### config.mk
export PLATFORM = sky130hd
export DESIGN_NAME = dma_channel_allocator
export DESIGN_NICKNAME = d
export VERILOG_FILES = /design/src/rtl/core/dca_pkg.sv /design/src/rtl/core/dma_channel_allocator.sv /design/src/rtl/core/dca_regs.sv
export VERILOG_INCLUDE_DIRS = /design/src /design/src/rtl/core
export SDC_FILE = /design/constraint.sdc
export NUM_CORES = 1
export LEC_CHECK = 0
export BUFFER_PORTS_ARGS = -buffer_cell sky130_fd_sc_hd__buf_2
export CAP_MARGIN = 10
export CORE_AREA = 2 2 161 148
export DETAILED_ROUTE_END_ITERATION = 12
export DIE_AREA = 0 0 163 150
export HOLD_SLACK_MARGIN = 0.15
export MAX_ROUTING_LAYER = met4
export PLACE_DENSITY = 0.76
export SLEW_MARGIN = 20
export SYNTH_ARGS = -nofsm -noshare
export SYNTH_HDL_FRONTEND = slang
export SYNTH_SLANG_ARGS = --single-unit
### constraint.sdc
create_clock -name clk -period 6.35 [get_ports clk]
set_clock_uncertainty 0.1 [all_clocks]
set_input_delay 0.3175 -clock clk [delete_from_list [all_inputs] [get_ports clk]]
set_output_delay 0.3175 -clock clk [all_outputs]
set_load 0.005 [all_outputs]
### src/rtl/core/dma_channel_allocator_assert.svh
`ifndef DMA_CHANNEL_ALLOCATOR_ASSERT_SVH
`define DMA_CHANNEL_ALLOCATOR_ASSERT_SVH

// same-cycle implication, sampled on clk, off during reset
`define DCA_ASSERT_NOW(label, ante, cons, msg) \
    label: assert property (@(posedge clk) disable iff (!rst_n) (ante) |-> (cons)) \
        else $error(msg);

// next-cycle implication, sampled on clk, off during reset
`define DCA_ASSERT_NEXT(label, ante, cons, msg) \
    label: assert property (@(posedge clk) disable iff (!rst_n) (ante) |=> (cons)) \
        else $error(msg);

`endif

### src/rtl/core/dca_pkg.sv
`default_nettype none

package dca_pkg;

    // stream field widths
    localparam int KIND_W     = 2;
    localparam int CH_FIELD_W = 4;
    localparam int TAG_FIELD_W = 16;
    localparam int STATUS_W   = 2;

    // operation kinds
    localparam logic [KIND_W-1:0] KIND_REQUEST  = 2'd0;
    localparam logic [KIND_W-1:0] KIND_RELEASE  = 2'd1;
    localparam logic [KIND_W-1:0] KIND_ALLOCATE = 2'd2;
    localparam logic [KIND_W-1:0] KIND_LOOKUP   = 2'd3;

    // result status codes
    localparam logic [STATUS_W-1:0] ST_OK      = 2'd0;
    localparam logic [STATUS_W-1:0] ST_INVALID = 2'd1;
    localparam logic [STATUS_W-1:0] ST_BUSY    = 2'd2;

    // register indexes
    localparam logic [1:0] REG_CORE0_FIRST = 2'd0;
    localparam logic [1:0] REG_CORE0_LAST  = 2'd1;
    localparam logic [1:0] REG_CORE1_FIRST = 2'd2;
    localparam logic [1:0] REG_CORE1_LAST  = 2'd3;

    // register reset values
    localparam logic [CH_FIELD_W-1:0] RST_CORE0_FIRST = 4'd0;
    localparam logic [CH_FIELD_W-1:0] RST_CORE0_LAST  = 4'd5;
    localparam logic [CH_FIELD_W-1:0] RST_CORE1_FIRST = 4'd6;
    localparam logic [CH_FIELD_W-1:0] RST_CORE1_LAST  = 4'd11;

    typedef struct packed {
        logic [CH_FIELD_W-1:0] core0_first;
        logic [CH_FIELD_W-1:0] core0_last;
        logic [CH_FIELD_W-1:0] core1_first;
        logic [CH_FIELD_W-1:0] core1_last;
    } dca_cfg_t;

    typedef struct packed {
        logic [STATUS_W-1:0]    status;
        logic [CH_FIELD_W-1:0]  granted_channel;
        logic                   is_free;
        logic [TAG_FIELD_W-1:0] owner_tag_out;
        logic                   owner_core_out;
        logic                   range_warning;
        logic                   core_mismatch;
    } dca_result_t;

endpackage

`default_nettype wire

### src/rtl/core/dma_channel_allocator.sv
`default_nettype none
`include "dma_channel_allocator_assert.svh"

// DMA channel allocator: keeps a busy bit, owner tag and holder core per channel
// and serves one operation at a time (request, release, allocate, lookup). The
// input is ready only while the sequencer is idle. Request, release and lookup
// compute their result in the execute step, where it is registered, and move it
// into the output register in the emit step; the input is ready again in the
// cycle that the result enters the output register. Allocate walks the caller
// core's range, with its end clamped to the last channel, one channel per cycle
// with a single compare and busy-bit probe and stops at the first free channel,
// or reports busy once the clamped range is passed with none free. A waiting
// result holds the sequencer in its final step until the output register is
// free. No clearing pass follows reset: the busy bits clear at once and tags
// of free channels read as zero.
module dma_channel_allocator
    import dca_pkg::*;
#(
    parameter int CHANNELS = 12,
    parameter int TAG_BITS = 16
)
(
    input  wire logic        clk,
    input  wire logic        rst_n,
    // stream in
    input  wire logic        s_axis_tvalid,
    output logic             s_axis_tready,
    input  wire logic [23:0] s_axis_tdata,   // channel[3:0], core[4], owner_tag[20:5]
    input  wire logic [1:0]  s_axis_tuser,   // kind[1:0]
    // stream out
    output logic             m_axis_tvalid,
    input  wire logic        m_axis_tready,
    // status[1:0], granted_channel[5:2], is_free[6], owner_tag_out[22:7],
    // owner_core_out[23], range_warning[24], core_mismatch[25]
    output logic      [31:0] m_axis_tdata,
    // configuration
    input  wire logic        psel,
    input  wire logic        penable,
    input  wire logic        pwrite,
    input  wire logic [3:0]  paddr,
    input  wire logic [31:0] pwdata,
    output logic      [31:0] prdata,
    output logic             pready
);

    localparam int TW   = (TAG_BITS < TAG_FIELD_W) ? TAG_BITS : TAG_FIELD_W;
    localparam int CH_W = $clog2(CHANNELS);
    localparam logic [CH_FIELD_W:0]   NUM_CH  = (CH_FIELD_W+1)'(CHANNELS);
    localparam logic [CH_FIELD_W-1:0] LAST_CH = CH_FIELD_W'(CHANNELS - 1);
    localparam logic [CH_FIELD_W:0]   IDX_ONE = (CH_FIELD_W+1)'(1);

    localparam logic [1:0] S_IDLE = 2'd0;
    localparam logic [1:0] S_EXEC = 2'd1;
    localparam logic [1:0] S_SCAN = 2'd2;
    localparam logic [1:0] S_EMIT = 2'd3;

    dca_cfg_t cfg;

    logic [1:0] state_reg, state_next;

    // accepted item
    logic [KIND_W-1:0]     kind_reg;
    logic [CH_FIELD_W-1:0] ch_reg;
    logic                  core_reg;
    logic [TW-1:0]         tag_reg;

    logic [CH_FIELD_W:0] scan_idx_reg, scan_idx_next;
    dca_result_t         res_reg, res_next;
    dca_result_t         out_reg;
    logic                out_valid_reg;

    // channel table
    logic [CHANNELS-1:0] busy_reg;
    logic [CHANNELS-1:0] holder_reg;
    logic [TW-1:0]       tags_reg [CHANNELS];

    logic                  in_xfer;
    logic                  out_load;
    logic                  tbl_we;
    logic                  tbl_claim;
    logic [CH_W-1:0]       tbl_idx;
    logic [CH_W-1:0]       ch_idx;
    logic [CH_W-1:0]       scan_pos;
    logic                  ch_valid;
    logic [CH_FIELD_W-1:0] first_sel;
    logic [CH_FIELD_W-1:0] last_raw;
    logic [CH_FIELD_W-1:0] last_c;
    logic                  in_range;
    logic                  scan_in;

    dca_regs u_regs (
        .clk     (clk),
        .rst_n   (rst_n),
        .psel    (psel),
        .penable (penable),
        .pwrite  (pwrite),
        .paddr   (paddr),
        .pwdata  (pwdata),
        .prdata  (prdata),
        .pready  (pready),
        .cfg     (cfg)
    );

    assign s_axis_tready = (state_reg == S_IDLE);
    assign in_xfer       = s_axis_tvalid && s_axis_tready;

    assign first_sel = core_reg ? cfg.core1_first : cfg.core0_first;
    assign last_raw  = core_reg ? cfg.core1_last  : cfg.core0_last;
    // range end clamped to the last channel
    assign last_c    = (last_raw > LAST_CH) ? LAST_CH : last_raw;

    assign ch_valid = ({1'b0, ch_reg} < NUM_CH);
    assign ch_idx   = ch_reg[CH_W-1:0];
    assign in_range = (ch_reg >= first_sel) && (ch_reg <= last_c);
    assign scan_in  = (scan_idx_reg <= {1'b0, last_c});
    assign scan_pos = scan_idx_reg[CH_W-1:0];

    always_comb
    begin
        state_next    = state_reg;
        scan_idx_next = scan_idx_reg;
        res_next      = res_reg;
        tbl_we        = 1'b0;
        tbl_claim     = 1'b0;
        tbl_idx       = ch_idx;
        out_load      = 1'b0;
        unique case (state_reg)
            S_IDLE:
            begin
                if (in_xfer)
                begin
                    state_next = S_EXEC;
                end
            end
            S_EXEC:
            begin
                res_next   = '0;
                state_next = S_EMIT;
                if (kind_reg == KIND_ALLOCATE)
                begin
                    scan_idx_next = {1'b0, first_sel};
                    state_next    = S_SCAN;
                end
                else if (!ch_valid)
                begin
                    res_next.status = ST_INVALID;
                end
                else
                begin
                    unique case (kind_reg)
                        KIND_REQUEST:
                        begin
                            res_next.range_warning = !in_range;
                            if (!busy_reg[ch_idx])
                            begin
                                tbl_we                   = 1'b1;
                                tbl_claim                = 1'b1;
                                res_next.granted_channel = ch_reg;
                            end
                            else
                            begin
                                res_next.status = ST_BUSY;
                            end
                        end
                        KIND_RELEASE:
                        begin
                            if (busy_reg[ch_idx])
                            begin
                                tbl_we                 = 1'b1;
                                res_next.core_mismatch = (holder_reg[ch_idx] != core_reg);
                            end
                            else
                            begin
                                res_next.status = ST_BUSY;
                            end
                        end
                        KIND_LOOKUP:
                        begin
                            // a free channel reads as tag zero, core zero
                            res_next.is_free        = !busy_reg[ch_idx];
                            res_next.owner_tag_out  = busy_reg[ch_idx]
                                                      ? TAG_FIELD_W'(tags_reg[ch_idx])
                                                      : '0;
                            res_next.owner_core_out = busy_reg[ch_idx] && holder_reg[ch_idx];
                        end
                        KIND_ALLOCATE:
                        begin
                            res_next.status = ST_BUSY;
                        end
                    endcase
                end
            end
            S_SCAN:
            begin
                if (!scan_in)
                begin
                    res_next.status = ST_BUSY;
                    state_next      = S_EMIT;
                end
                else if (!busy_reg[scan_pos])
                begin
                    tbl_we                   = 1'b1;
                    tbl_claim                = 1'b1;
                    tbl_idx                  = scan_pos;
                    res_next.status          = ST_OK;
                    res_next.granted_channel = scan_idx_reg[CH_FIELD_W-1:0];
                    state_next               = S_EMIT;
                end
                else
                begin
                    scan_idx_next = scan_idx_reg + IDX_ONE;
                end
            end
            S_EMIT:
            begin
                if (!out_valid_reg || m_axis_tready)
                begin
                    out_load   = 1'b1;
                    state_next = S_IDLE;
                end
            end
        endcase
    end

    always_ff @(posedge clk or negedge rst_n)
    begin
        if (!rst_n)
        begin
            state_reg     <= S_IDLE;
            out_valid_reg <= 1'b0;
            busy_reg      <= '0;
        end
        else
        begin
            state_reg <= state_next;
            if (out_load)
            begin
                out_valid_reg <= 1'b1;
            end
            else if (m_axis_tready)
            begin
                out_valid_reg <= 1'b0;
            end
            if (tbl_we)
            begin
                busy_reg[tbl_idx] <= tbl_claim;
            end
        end
    end

    always_ff @(posedge clk)
    begin
        if (in_xfer)
        begin
            kind_reg <= s_axis_tuser;
            ch_reg   <= s_axis_tdata[CH_FIELD_W-1:0];
            core_reg <= s_axis_tdata[4];
            tag_reg  <= s_axis_tdata[5 +: TW];
        end
        scan_idx_reg <= scan_idx_next;
        res_reg      <= res_next;
        if (out_load)
        begin
            out_reg <= res_reg;
        end
        // tag and holder only matter while the busy bit is set
        if (tbl_we && tbl_claim)
        begin
            tags_reg[tbl_idx]   <= tag_reg;
            holder_reg[tbl_idx] <= core_reg;
        end
    end

    assign m_axis_tvalid = out_valid_reg;
    assign m_axis_tdata  = {6'b0,
                            out_reg.core_mismatch,
                            out_reg.range_warning,
                            out_reg.owner_core_out,
                            out_reg.owner_tag_out,
                            out_reg.is_free,
                            out_reg.granted_channel,
                            out_reg.status};

    `DCA_ASSERT_NEXT(a_accept_exec, in_xfer, state_reg == S_EXEC,
        "accepted item did not start execution")
    `DCA_ASSERT_NEXT(a_idle_table_stable, state_reg == S_IDLE, $stable(busy_reg),
        "channel table changed while idle")
    `DCA_ASSERT_NOW(a_invalid_clean, out_valid_reg && out_reg.status == ST_INVALID,
        out_reg.granted_channel == '0 && !out_reg.range_warning && !out_reg.is_free,
        "invalid channel result carries data")
    `DCA_ASSERT_NEXT(a_emit_load, state_reg == S_EMIT && !out_valid_reg,
        state_reg == S_IDLE && out_valid_reg,
        "result not moved into free output register")

endmodule

`default_nettype wire

### src/rtl/core/dca_regs.sv
`default_nettype none

module dca_regs
    import dca_pkg::*;
(
    input  wire logic        clk,
    input  wire logic        rst_n,
    input  wire logic        psel,
    input  wire logic        penable,
    input  wire logic        pwrite,
    input  wire logic [3:0]  paddr,
    input  wire logic [31:0] pwdata,
    output logic      [31:0] prdata,
    output logic             pready,
    output dca_cfg_t         cfg
);

    dca_cfg_t   cfg_reg;
    logic       wr_en;
    logic [1:0] reg_idx;

    assign pready  = 1'b1;
    assign reg_idx = paddr[3:2];
    assign wr_en   = psel && penable && pwrite && pready;
    assign cfg     = cfg_reg;

    always_ff @(posedge clk or negedge rst_n)
    begin
        if (!rst_n)
        begin
            cfg_reg.core0_first <= RST_CORE0_FIRST;
            cfg_reg.core0_last  <= RST_CORE0_LAST;
            cfg_reg.core1_first <= RST_CORE1_FIRST;
            cfg_reg.core1_last  <= RST_CORE1_LAST;
        end
        else if (wr_en)
        begin
            unique case (reg_idx)
                REG_CORE0_FIRST: cfg_reg.core0_first <= pwdata[CH_FIELD_W-1:0];
                REG_CORE0_LAST:  cfg_reg.core0_last  <= pwdata[CH_FIELD_W-1:0];
                REG_CORE1_FIRST: cfg_reg.core1_first <= pwdata[CH_FIELD_W-1:0];
                REG_CORE1_LAST:  cfg_reg.core1_last  <= pwdata[CH_FIELD_W-1:0];
            endcase
        end
    end

    always_comb
    begin
        unique case (reg_idx)
            REG_CORE0_FIRST: prdata = 32'(cfg_reg.core0_first);
            REG_CORE0_LAST:  prdata = 32'(cfg_reg.core0_last);
            REG_CORE1_FIRST: prdata = 32'(cfg_reg.core1_first);
            REG_CORE1_LAST:  prdata = 32'(cfg_reg.core1_last);
        endcase
    end

endmodule

`default_nettype wire
==> results of run 1 <==
-- where the power goes --
| group | internal, mW | total [mW] | switching (mW) |
|---|---|---|---|
| clock | 0.961 | 1.69 | 0.730 |
| sequential | 2.68 | 2.92 | 0.242 |
| combinational | 0.550 | 1.27 | 0.723 |
| total | 4.19 | 5.88 | 1.69 |
-- cell usage in the layout, fill, tap and decap left out, types with 3 or more instances in the layout --
| master | instances |
|---|---|
| nor3_1 | 5 |
| dlygate4sd3_1 | 30 |
| mux2i_1 | 31 |
| mux4_2 | 60 |
| o21ai_1 | 3 |
| nor2b_1 | 4 |
| mux2_2 | 25 |
| nand4_1 | 3 |
| xnor2_1 | 3 |
| clkinv_2 | 5 |
| edfxtp_1 | 284 |
| clkinv_1 | 5 |
| clkbuf_1 | 10 |
| ha_1 | 15 |
| o21ai_0 | 11 |
| clkbuf_16 | 31 |
| o41ai_1 | 9 |
| dfrtp_1 | 24 |
| nand3_1 | 11 |
| clkbuf_8 | 5 |
| nor3_4 | 5 |
| inv_1 | 15 |
| nand2b_1 | 3 |
| nor2_1 | 62 |
| a211oi_1 | 5 |
| buf_2 | 67 |
| conb_1 | 35 |
| xor2_1 | 3 |
| buf_4 | 15 |
| and3_1 | 3 |
| dfstp_2 | 7 |
| a21o_1 | 3 |
| a21oi_1 | 25 |
| nand2_1 | 33 |
-- cells by family (layout without fill, tap and decap cells) --
kind of cell	count (synthesis)	after routing	synth area share, %
buffers and inverters	85	188	3.62
XOR/XNOR	6	6	0.397
other	2	35	0.0567
flip-flops	319	319	70.9
AO/OA/AOI/OAI	73	73	3.66
multiplexers	117	117	14.9
AND/OR/NAND/NOR	145	145	5.01
adder cells (fa/ha/maj)	16	16	1.49
-- cell type report --
cell class | instances | share of cell area [%]
flip-flops and latches | 319 | 62.1
multi-input cells | 392 | 23.6
clock buffers | 46 | 5.83
repair buffers | 113 | 5.05
well taps | 302 | 2.50
clock inverters | 12 | 0.463
inverters | 17 | 0.422
-- worst max-delay path by stage --
stage / endpoint / slack, ns / cells after the start
4_1_cts: tags_reg[0][5] / 1.71 / 12
3_5_place_dp: tags_reg[7][1] / 1.73 / 12
2_1_floorplan: holder_reg[10] / 1.90 / 10
5_1_grt: holder_reg[6] / 1.39 / 12
3_3_place_gp: tags_reg[4][1] / 1.75 / 12
6_report: tags_reg[0][4] / 1.75 / 12
-- critical path, delay by kind of cell, from the launching register on --
| family | cells | cell delay (ns) |
|---|---|---|
| AOI/OAI and AO/OA | 4 | 0.84 |
| adders and majority gates | 1 | 0.21 |
| buffers and inverters | 3 | 0.98 |
| DFF | 1 | 0.32 |
| muxes | 2 | 0.72 |
| and+or+nand+nor | 2 | 1.11 |
-- repair_timing --
action	in CTS	in global routing
endpoints found under the setup margin	0	0
hold buffers	30	0
endpoints found under the hold margin	68	0
-- metal layers --
metal | up-vias | GRT usage (%) | share of wire (%)
met4 | 0 | 5.09 | 1.8
met5 | - | - | 0
met1 | 3623 | 33.0 | 45
met3 | 50 | 3.08 | 6.3
met2 | 287 | 35.2 | 47
li1 | 3136 | - | -
==> results.md, run 1 <==
* Most used cell, CP: buf_4
* Register Area at 9400 sq um
* Synth top area share at 64.4%
* Post-CTS Resized at 0
* Setup-failing EPs final at 0
* Setup ws final at 1.75 ns
* FF-to-FF End: tags_reg[0][4]
* N_diodes at 0
* Initial Util at 57.9%
* VDD IR max at 0.274 mV
* Run status: finished, final reports clean
* Fmax at 218 MHz
* Die Area at 24500 sq um
* Global-route wire length before repair at 40800 um
* Hold Worst Slack at 0.249 ns
* Post-CTS Setup Bufs at 0
* Tmin final at 4.60 ns
* Average wire per standard cell at 21.5 um
* Power per cell area at 389 nW/um^2
* Worst Hold Path Cells at 4
* Sequential-to-total area share from yosys stat at 70.9%
* Via/cell ratio at 5.91
* Top post-synthesis cells by count: 284 x edfxtp_1, 63 x nor2_1, 60 x mux4_2
* R2R Setup Slk at 1.75 ns
* Crit-path cells: buf_4, mux2i_1, nand2_1, ha_1, a211oi_1, o21ai_0, a2bb2oi_1, a211oi_4, buf_4, mux2i_1, nor2_1, buf_4
* Mapped Area at 13200 sq um
* Critical Path Source: core_reg
* Hold_sp: penable
* CTS tree: built
* Max reg flops at 192
* Total negative slack at 0 ns
* R2R depth at 12
* Longest Clk Path Bufs at 3
* CTS H-tree lvls at 1
* Largest stage delay, worst path at 0.95 ns
* Pleak at 5.30 nW
* Crit. End Element: flop
* EDFF count, synth at 284
* Area leader, netlist: edfxtp_1
* Hpwl dp at 16400 um
* Critical path type: reg -> reg
* Synth area leaders: edfxtp_1 64%, mux4_2 10%, dfrtp_1 4.5%
* GRT Resource Usage Total at 22.8%
* Post-synth ARST share at 9.72%
* Final Hold Vio Count at 0
* Syn avg cell area at 17.4 sq um
* Worst r2r src: core_reg
* Final #Nets at 958
* Vias in the first global route at 7053
* Synthesis warning total at 0
* Die width at 163 um
* IO buf count at 67
* Die Ht at 150 um
* DRT Pass-1 Iters at 6
* Final Max Slew Viols at 0
* DR vias at 7096
* Worst path slowest cell: nor2_1
* Starting DRT DRC Count at 579
* Post-route DRC at 0
* Rel. slew slack at 25.2%
* Maxcap violations at 0
* Initial antenna violation count at 0
* Core ar. at 22900 sq um
* Worst hold path type: in -> reg
* CP max FO at 25
* Synth cell types at 58
* Post-Route Utilization at 66.1%
* Worst min-delay path endpoint: u_regs.cfg[4]
* Crit path DAT at 4.75 ns
* Pin count of the biggest net entering global routing at 33
* Count leader, synth: edfxtp_1
* Critical Path RT at 6.50 ns
* Num CTS Buffers at 31
* Area taken by multi-input logic gates at 3570 sq um
* Total Wirelength at 25900 um
* Pre-CTS setup slack at 1.73 ns
* # IOs at 136
* Worst-Margin Slew at 1.12 ns
* Period utilisation layout at 72.4%
* Antenna Violating Nets Remaining at 0
* Power consumption at 5.88 mW
* Crit start category: flop
* Layout cells sized above 1 at 26.4%
* RSZ-0062 raised after global routing: no
* Worst skew pair latency at 0.55 ns
* Routability congestion estimate from global placement at 0.827
* # rows at 53
* Placed Cells incl. Taps at 1112
* Clock-pin slew on the worst setup and hold paths at 0.06 ns
* Area growth syn-to-layout at 14.1%
* Clock Sinks at 319
* Synth Flop Type: edfxtp_1
* Dpl cell area at 13800 sq um
* Fin cells at 1201
* # fillers at 1546
* Clk root buf: clkbuf_16
* Cell count after synthesis at 763
* Design area at 15100 sq um
* Grt total ovfl at 0
* #FFs+latches synth at 319
(Power assumes the default switching activity.)
==> run 2: changes to the inputs <==
==> constraint.sdc (replaced) <==
create_clock -name clk -period 4.6 [get_ports clk]
set_clock_uncertainty 0.1 [all_clocks]
set_input_delay 0.23 -clock clk [delete_from_list [all_inputs] [get_ports clk]]
set_output_delay 0.23 -clock clk [all_outputs]
set_load 0.005 [all_outputs]
==> run 2 against run 1 <==
  * Utilization increased by 0.41 points
  * Clock-buffer cell count decreased by 7
  * First-iteration DRC count increased by 4.5%
  * Global-route usage decreased by 0.66 points
  * Non-clock buffer count increased by 13
  * Largest cell class unchanged
==> results.md, run 2 (synthesized netlist as in run 1, its figures left out) <==
* Routability congestion estimate from global placement at 0.874 (+5.7%)
* # IOs at 136 (unchanged)
* CP max FO at 17 (-32%)
* Via/cell ratio at 5.86 (-0.83%)
* Area growth syn-to-layout at 14.8%
* Clk root buf: clkbuf_16
* N_diodes at 0 (unchanged)
* Critical Path RT at 4.73 ns (-1.77 ns)
* Global-route wire length before repair at 39500 um (-3.1%)
* Sequential share of power at 49.3% (-0.3 points)
* Antenna Violating Nets Remaining at 0 (unchanged)
* Average wire per standard cell at 21.0 um (-2.3%)
* # rows at 53 (unchanged)
* Post-Route Utilization at 66.5% (+0.41 points)
* DR vias at 7113 (+0.24%)
* Switching part of the total at 28.5% (-0.32 points)
* Crit path DAT at 4.24 ns (-0.51 ns)
* Hpwl dp at 15800 um (-3.6%)
* VDD IR max at 0.336 mV (+23%)
* Most common cell after layout, fill and taps aside: edfxtp_1
* Tmin final at 4.11 ns (-0.487 ns)
* IO buf count at 67 (unchanged)
* CTS H-tree lvls at 1 (unchanged)
* Power per cell area at 537 nW/um^2 (+38%)
* Layout cells sized above 1 at 26.4% (+0.063 points)
* Grt total ovfl at 0 (unchanged)
* Final Hold Vio Count at 0 (unchanged)
* Vias in the first global route at 6934 (-1.7%)
* Pin count of the biggest net entering global routing at 33 (unchanged)
* Post-route DRC at 0 (unchanged)
* Worst skew pair latency at 0.56 ns (about the same)
* Longest Clk Path Bufs at 3 (unchanged)
* Worst hold path type: in -> async
* Run status: finished, final reports clean
* Die Ht at 150 um (unchanged)
* Max reg flops at 192 (unchanged)
* Comb pwr share at 21.3% (-0.3 points)
* RSZ-0062 raised after global routing: no
* Fmax at 243 MHz (+12%)
* Final Max Slew Viols at 0 (unchanged)
* Critical Path Source: core_reg
* Crit start category: flop
* Core ar. at 22900 sq um (unchanged)
* GRT Resource Usage Total at 22.1% (-0.66 points)
* Total Wirelength at 25600 um (-1.3%)
* Cell Int Power at 5.85 mW (+40%)
* Starting DRT DRC Count at 605 (+4.5%)
* Die width at 163 um (unchanged)
* Worst-Margin Slew at 0.919 ns (-0.199 ns)
* CTS tree: built
* Maxcap violations at 0 (unchanged)
* Clock-pin slew on the worst setup and hold paths at 0.06 ns (about the same)
* Clock power share at 29.5% (+0.8 points)
* Total negative slack at 0 ns (unchanged)
* Critical path type: reg -> reg
* Final #Nets at 971 (+1.4%)
* Setup-failing EPs final at 0 (unchanged)
* DRT Pass-1 Iters at 7 (+1)
* Die Area at 24500 sq um (unchanged)
* Period utilisation layout at 89.3% (+17 points)
* Post-CTS Resized at 0 (unchanged)
* Pleak at 5.34 nW (+0.70%)
* Sw Pwr at 2.33 mW (+37%)
* Clock Sinks at 319 (unchanged)
* Initial antenna violation count at 0 (unchanged)
* Initial Util at 57.9% (unchanged)
* Worst r2r src: core_reg
* Crit. End Element: flop
* # fillers at 1527 (-1.2%)
* Rel. slew slack at 38.6% (+13 points)
* Most frequent cells in the layout: 284 x edfxtp_1, 67 x buf_2, 63 x nor2_1
* Num CTS Buffers at 31 (unchanged)
run 2: path summary, 6_finish.rpt:
| path | end | slack, ns | cells after the start |
|---|---|---|---|
| max in group asynchronous | m_axis_tvalid | 3.75 | 2 |
| setup / recovery | tags_reg[0][7] | 0.49 | 11 |
| min in group clk | u_regs.cfg[3] | 0.21 | 4 |
| hold / removal | u_regs.cfg[14] | 0.17 | 2 |
| hold reg to reg | m_axis_tdata[6] | 0.32 | 0 |
| setup reg to reg | tags_reg[0][7] | 0.49 | 11 |
run 2: critical path, cell delays in order (launching register included):
cell	delay, ns
edfxtp_1	0.51
mux2i_1	0.41
nand2_1	0.16
ha_1	0.21
a211oi_1	0.28
o21ai_0	0.13
a2bb2oi_1	0.19
a211oi_4	0.65
buf_4	0.32
mux2_2	0.39
nor2_1	0.11
buf_4	0.31
run 2: layout make-up:
cell class	instances	area [sq um]	share of cell area, %
flip-flops and latches	319	9400	61.8
multi-input cells	392	3530	23.2
repair buffers	126	868	5.71
clock buffers	39	826	5.43
well taps	302	378	2.48
clock inverters	19	154	1.01
inverters	17	63.8	0.419
run 2: layer usage:
| layer | up-vias | share of wire [%] | track usage, % |
|---|---|---|---|
| li1 | 3169 | - | - |
| met1 | 3571 | 43 | 32.0 |
| met2 | 340 | 48 | 34.3 |
| met3 | 33 | 7.5 | 2.85 |
| met4 | 0 | 1.6 | 5.00 |
| met5 | - | 0 | - |
run 2: timing repair:
item | in CTS | in global routing
endpoints found under the hold margin | 77 | 0
setup endpoints to repair | 0 | 0
hold buffers | 36 | 0
buffers inserted | 0 | 0
run 2: metrics by stage:
| stage | power [mW] | instance area, sq um | hold slack, ns | setup slack [ns] | instances |
|---|---|---|---|---|---|
| finish | 8.18 | 15200 | 0.169 | 0.490 | 1214 |
| global route | 8.56 | 15200 | 0.235 | 0.284 | 1214 |
| detailed placement | 5.77 | 13900 | 0.233 | 0.586 | 1120 |
| global placement | 5.69 | 13900 | 0.205 | 0.647 | 1120 |
| floorplan | 5.23 | 13400 | -0.166 | 0.153 | 796 |
| CTS | 8.22 | 15200 | 0.181 | 0.533 | 1214 |
run 2: power groups by stage:
stage          Clock [mW]  Combinational [mW]  Sequential [mW]
2_1_floorplan           0                1.32             3.91
3_3_place_gp            0                1.64             4.05
3_5_place_dp            0                1.69             4.08
4_1_cts              2.45                1.74             4.03
5_1_grt              2.57                1.90             4.09
6_report             2.41                1.74             4.03
